--- src/vertex_project_to_screen_macros.svh ---
// Assertion macros shared by the vertex projection block.
`ifndef VERTEX_PROJECT_TO_SCREEN_MACROS_SVH
`define VERTEX_PROJECT_TO_SCREEN_MACROS_SVH

// Same-cycle implication, sampled on clk_i, off during reset.
`define VPTS_ASSERT_IMP(lbl, ante, cons, msg) \
  lbl: assert property (@(posedge clk_i) disable iff (!rst_ni) (ante) |-> (cons)) \
    else $error(msg);

// Next-cycle implication, sampled on clk_i, off during reset.
`define VPTS_ASSERT_NXT(lbl, ante, cons, msg) \
  lbl: assert property (@(posedge clk_i) disable iff (!rst_ni) (ante) |=> (cons)) \
    else $error(msg);

`endif

--- src/vpts_pkg.sv ---
// Types, constants and helpers of the vertex projection block.
package vpts_pkg;

  localparam int FracBits  = 16;
  localparam int DataW     = 32;
  localparam int DivW      = DataW + FracBits;
  localparam int HalfW     = 13;
  localparam int CfgIdxW   = 2;
  localparam int CfgDataW  = 32;
  localparam int FifoDepth = 4;
  localparam int FifoPtrW  = $clog2(FifoDepth);
  localparam int NumEntry  = 16;
  localparam int EntryIdxW = 4;

  typedef logic signed [DataW-1:0] fix_t;

  localparam fix_t FixOne  = fix_t'(64'sd1 <<< FracBits);
  localparam fix_t FixMax  = 32'sh7FFFFFFF;
  localparam fix_t FixMin  = 32'sh80000000;

  typedef enum logic {
    MODE_LOAD  = 1'b0,
    MODE_XFORM = 1'b1
  } mode_e;

  typedef enum logic [CfgIdxW-1:0] {
    CFG_HALF_WIDTH  = 2'd0,
    CFG_HALF_HEIGHT = 2'd1
  } cfg_idx_e;

  // Homogeneous x, y, z, w of one point.
  typedef struct packed {
    fix_t [3:0] h;
  } homog_t;

  typedef struct packed {
    logic full;
    logic empty;
  } fifo_stat_t;

  function automatic fix_t sat32(input logic signed [63:0] v);
    if (v > 64'(FixMax)) return FixMax;
    if (v < 64'(FixMin)) return FixMin;
    return v[DataW-1:0];
  endfunction

endpackage

--- src/vpts_fifo.sv ---
// Short queue of homogeneous points between front and back end.
module vpts_fifo import vpts_pkg::*; (
  input  logic       clk_i,
  input  logic       rst_ni,
  input  logic       push_i,
  input  homog_t     push_data_i,
  input  logic       pop_i,
  output homog_t     pop_data_o,
  output fifo_stat_t stat_o
);

  homog_t mem_q [FifoDepth];
  logic [FifoPtrW-1:0] wr_q, rd_q;
  logic [FifoPtrW:0]   cnt_q;

  assign stat_o.full  = cnt_q == (FifoPtrW+1)'(FifoDepth);
  assign stat_o.empty = cnt_q == '0;
  assign pop_data_o   = mem_q[rd_q];

  always_ff @(posedge clk_i) begin
    if (push_i) begin
      mem_q[wr_q] <= push_data_i;
    end
  end

  always_ff @(posedge clk_i or negedge rst_ni) begin
    if (!rst_ni) begin
      wr_q  <= '0;
      rd_q  <= '0;
      cnt_q <= '0;
    end else begin
      if (push_i) wr_q <= wr_q + 1'b1;
      if (pop_i)  rd_q <= rd_q + 1'b1;
      cnt_q <= cnt_q + (FifoPtrW+1)'(push_i) - (FifoPtrW+1)'(pop_i);
    end
  end

endmodule

--- config.mk ---
export PLATFORM = sky130hd
export DESIGN_NAME = vpts_fifo
export DESIGN_NICKNAME = d
export VERILOG_FILES = /design/src/vertex_project_to_screen_macros.svh /design/src/vpts_pkg.sv /design/src/vpts_fifo.sv
export SDC_FILE = /design/constraint.sdc
export NUM_CORES = 1
export LEC_CHECK = 0
export ABC_AREA = 1
export BUFFER_PORTS_ARGS = -buffer_cell sky130_fd_sc_hd__buf_2
export CAP_MARGIN = 5
export CORE_MARGIN = 5
export CORE_UTILIZATION = 50
export DETAILED_ROUTE_END_ITERATION = 10
export GPL_TIMING_DRIVEN = 0
export PLACE_DENSITY_LB_ADDON = 0.12
export REMOVE_ABC_BUFFERS = 1
export SYNTH_ARGS = -nofsm -noshare
export SYNTH_HDL_FRONTEND = slang
export SYNTH_SLANG_ARGS = --single-unit
--- constraint.sdc ---
create_clock -name clk_i -period 6.43 [get_ports clk_i]
set_input_delay 1.286 -clock clk_i [delete_from_list [all_inputs] [get_ports clk_i]]
set_output_delay 1.286 -clock clk_i [all_outputs]
set_load 0.02 [all_outputs]
* Word level (Yosys, flattened, before mapping) *
Memories as Yosys holds them, arrays and structs flattened.
Index checks and enable logic that the tools add are counted.

storage, ports and cells
  bits in writable memories = 512
  output and inout port bits = 130
  register bits after elaboration = 7
  memories kept = 1
  word-level logic and storage cells = 12

operators by class
  eq/ne operators = 1
  reduce and logical (&&, ||, !) cells = 1
  muxes and demuxes = 2
  $add $sub $neg = 4

memories
  memory  words  width  rd ports  clocked after Yosys merged registers in  wr ports  line             text
  mem_q   4      128    1         0                                        1         vpts_fifo.sv:12  homog_t mem_q [FifoDepth];

operators by type and width
  operator                                     count
  adder 2 x 1 -> 2 bit, second input constant  2
  adder 3 x 1 -> 3 bit                         1
  == test 3 bit, second input constant         1
  zero test 3 bit                              1
  subtractor 3 x 1 -> 3 bit                    1
  2-to-1 mux 1 bit                             2

* Depth between registers and ports, before layout *
  depth after elaboration = 2
  depth in mapped cells = 10

* Least setup slack after synthesis *
No wires, ideal clock.

  kind = input port to flip-flop
  start = input port push_i
  end = memory mem_q[1][0] (netlist bit) (enable)
  buffers on the path = 1
  data required time = 5.949 ns
  slack = 1.896 ns
  stages = 3
  setup time = 0.481 ns
  arrival = 4.053 ns
  cell sequence = clkbuf_1 -> nand2_1 -> inv_1

between the ends
  word-level cells in the longest chain between the ends = 2

ends and longest elaborated chain
  what                                    line             text
  start, declared                         vpts_fifo.sv:5   input logic push_i,
  2-to-1 mux 1 bit                        vpts_fifo.sv:21  if (push_i) begin
  2-to-1 mux 1 bit (implied by the code)  vpts_fifo.sv:22  mem_q[wr_q] <= push_data_i;
  end, declared                           vpts_fifo.sv:12

Every way passes these cells.

==> impl_metrics.tcl <==
set metrics [dict create \
    post-route-drc-count 0 \
    cp_cell_sequence "buf_12 > inv_12 > buf_16 > nand2_1 > nand3_1 > nand2_1 > buf_2" \
    multi_input_area_mm2 0.00387 \
    first_pass_iters 5 \
    finish.instance_area_mm2 0.0255 \
    grt_pass1_vias 13100 \
    rsz0062_at_grt "false" \
    placed_area_mm2 0.0238 \
    pwr-share-clk 0.246 \
    sw_frac_of_total 0.382 \
    power_density_mw_per_mm2 476 \
    clock_sinks 519 \
    hold_viol 0 \
    fin_crit_ps 4470 \
    muxShareOfSynthArea 0 \
    post_cts_resized 0 \
    grt_overflow 0 \
    ff2ff_path_depth 4 \
    syn_area_per_cell_um2 10.7 \
    max-vdd-ir-drop_mv 0.377 \
    gp_congestion 0.699 \
    dp_hpwl_um 25300 \
    final.setup.tns_ps 0 \
    vias 13700 \
    wl_per_cell_um 15.7 \
    grt_first_pass_wirelength_um 70600 \
    ys_warn_count 0 \
    root_buffer "clkbuf_16" \
    final_max_slew_viol_count 0 \
    final_common_cell "nand2_1" \
    post_route_cells_drive_above_1_share 0.150 \
    hold_class "in2async" \
    dp.cells 2823 \
    clockBufferDepth 3 \
    cts_tree "yes" \
    die_area_mm2 0.0483 \
    synth_area_mm2 0.0220 \
    synth_top_area_frac 0.699 \
    r2r_start "rd_q[1]" \
    synth_area_leaders "edfxtp_1 (70%), nand2_1 (11%), inv_1 (9.0%)" \
    layout_common_cells "nand2_1 (651), inv_1 (520), edfxtp_1 (512), buf_2 (261), nand3_1 (257)" \
    grt_usage 0.189 \
    post-cts-setup-buffer-count 0 \
    synth_top_family_by_area "simple AND/OR/NAND/NOR gates" \
    path_max_fanout 156 \
    die_width_um 220 \
    synth_compound_area_frac 0.000228 \
    slew_headroom 0.458 \
    final-setup-viol-count 0 \
    synthCells 2052 \
    ys_ff_latch 519 \
    switchingPower_mw 4.64 \
    synth_fa_ha_area_frac 0.00432 \
    cpMostUsedCell "nand2_1" \
    grt_antenna_before_repair 17 \
    cpMaxStageDelayCell "dfrtp_4" \
    clkSlewWorstSetupHoldPaths_ps 60 \
    min_period_over_period 0.695 \
    cts_hold_buf 0 \
    pin_count 262 \
    synth_xor_area_frac 0.00119 \
    pwr-share-seq 0.384 \
    seq_area_mm2 0.0156 \
    ys_types 15 \
    worst_setup_path_start_kind "flip-flop" \
    yosysSeqAreaShare 0.707 \
    leakagePower_nw 11.9 \
    p_int_mw 7.49 \
    core_area_mm2 0.0433 \
    worstSetupPathType "reg2out" \
    yosys.area.top_type "edfxtp_1" \
    htreeDepth 2 \
    nets 2432 \
    start_util 0.508 \
    r2r_slack_ps 4270 \
    die_h_um 220 \
    cp_data_required_time_ps 5140 \
    layout.cells.non_filler 2923 \
    finalWirelength_um 46000 \
    endpoint_kind "primary output" \
    combPwrFrac 0.370 \
    finalPower_mw 12.1 \
    area_growth_pct 15.8 \
    fillers 3478 \
    worst-slew-pin-transition_ps 813 \
    timing.fmax_mhz 224 \
    grt_max_degree 157 \
    worstPathArrival_ps 3180 \
    drtAntennaViolNets 0 \
    clk_latency_ps 570 \
    num_rows 76 \
    slowest_delay_ps 770 \
    cts_buffers 53 \
    skew_ps 9.08 \
    status "finished, final reports clean" \
    drtIter0Drc 714 \
    port_buffers 261 \
    synthSimpleGateAreaFrac 0.170 \
    maxCapViolations 0 \
    vias_per_cell 4.69 \
    rr_endpoint "rd_q[1]" \
]
==> Yosys cell counts, drive strengths merged <==
| master | instances |
|---|---|
| nand3 | 257 |
| edfxtp | 512 |
| inv | 526 |
| fa | 1 |
| nand2 | 651 |
| o21ai | 1 |
| nor3 | 2 |
| dfrtp | 7 |
| buf | 82 |
| xor2 | 3 |
| clkbuf | 4 |
| ha | 6 |
==> how the worst max path moves through the flow <==
stage	slack (ps)	startpoint	to	cells past startpoint
after global placement	-9210	rd_q[0]	pop_data_o[84]	5
final	1960	rd_q[0]	pop_data_o[59]	7
after detailed placement	2520	rd_q[0]	pop_data_o[59]	7
after global routing	1730	rd_q[0]	pop_data_o[59]	7
after floorplan	-2130	rd_q[0]	pop_data_o[126]	4
after CTS	1880	rd_q[0]	pop_data_o[59]	7
==> registers in the layout (all words and copies together), names as in the netlist <==
register  flops
mem_q       512
cnt_q         3
rd_q          2
wr_q          2
==> per-layer routing <==
| layer | track usage | wire length, um | vias to the layer above |
|---|---|---|---|
| li1 | - | - | 6883 |
| met1 | 0.236 | 18900 | 6419 |
| met2 | 0.319 | 22600 | 281 |
| met3 | 0.0569 | 3380 | 99 |
| met4 | 0.0593 | 1040 | 26 |
| met5 | 0 | 157 | - |
==> per-stage QoR <==
stage | utilization | hold slack, ps | setup slack [ps]
2_1_floorplan | - | 485 | -2130
3_3_place_gp | 0.542 | 513 | -9210
3_5_place_dp | 0.550 | 524 | 2520
4_1_cts | 0.589 | 498 | 1880
5_1_grt | 0.589 | 522 | 1730
6_report | 0.589 | 532 | 1960
==> power groups by stage <==
| stage | sequential, mW | clock [mW] | combinational (mW) |
|---|---|---|---|
| 6_report | 4.66 | 2.98 | 4.49 |
| 5_1_grt | 4.71 | 3.19 | 4.98 |
| 4_1_cts | 4.67 | 3.05 | 4.59 |
| 3_5_place_dp | 4.74 | 0 | 4.58 |
| 3_3_place_gp | 5.18 | 0 | 4.22 |
| 2_1_floorplan | 4.90 | 0 | 2.82 |
==> critical path: cells and delay by family (launching register included) <==
family / cells / cell delay, ps
DFF: 1 / 770
and+or+nand+nor: 3 / 340
buffers and inverters: 4 / 1290
==> logic make-up (layout without fill, tap and decap cells) <==
family / Yosys count / after routing
and+or+nand+nor: 910 / 910
xor gates and xnor gates: 3 / 3
DFF: 519 / 519
buffers and inverters: 612 / 893
other: 0 / 5
AOI/OAI and AO/OA: 1 / 1
adders and majority gates: 7 / 7
==> final cells by class <==
class                      count  share of cell area
antenna                        5            0.000491
clock buffer                  60              0.0531
clock inverter                35              0.0131
inverter                     526              0.0794
multi-input combinational    921               0.152
sequential                   519               0.611
tap                          585              0.0287
timing repair buffer         272              0.0629
No activity file was read; power rests on OpenSTA's default activity.
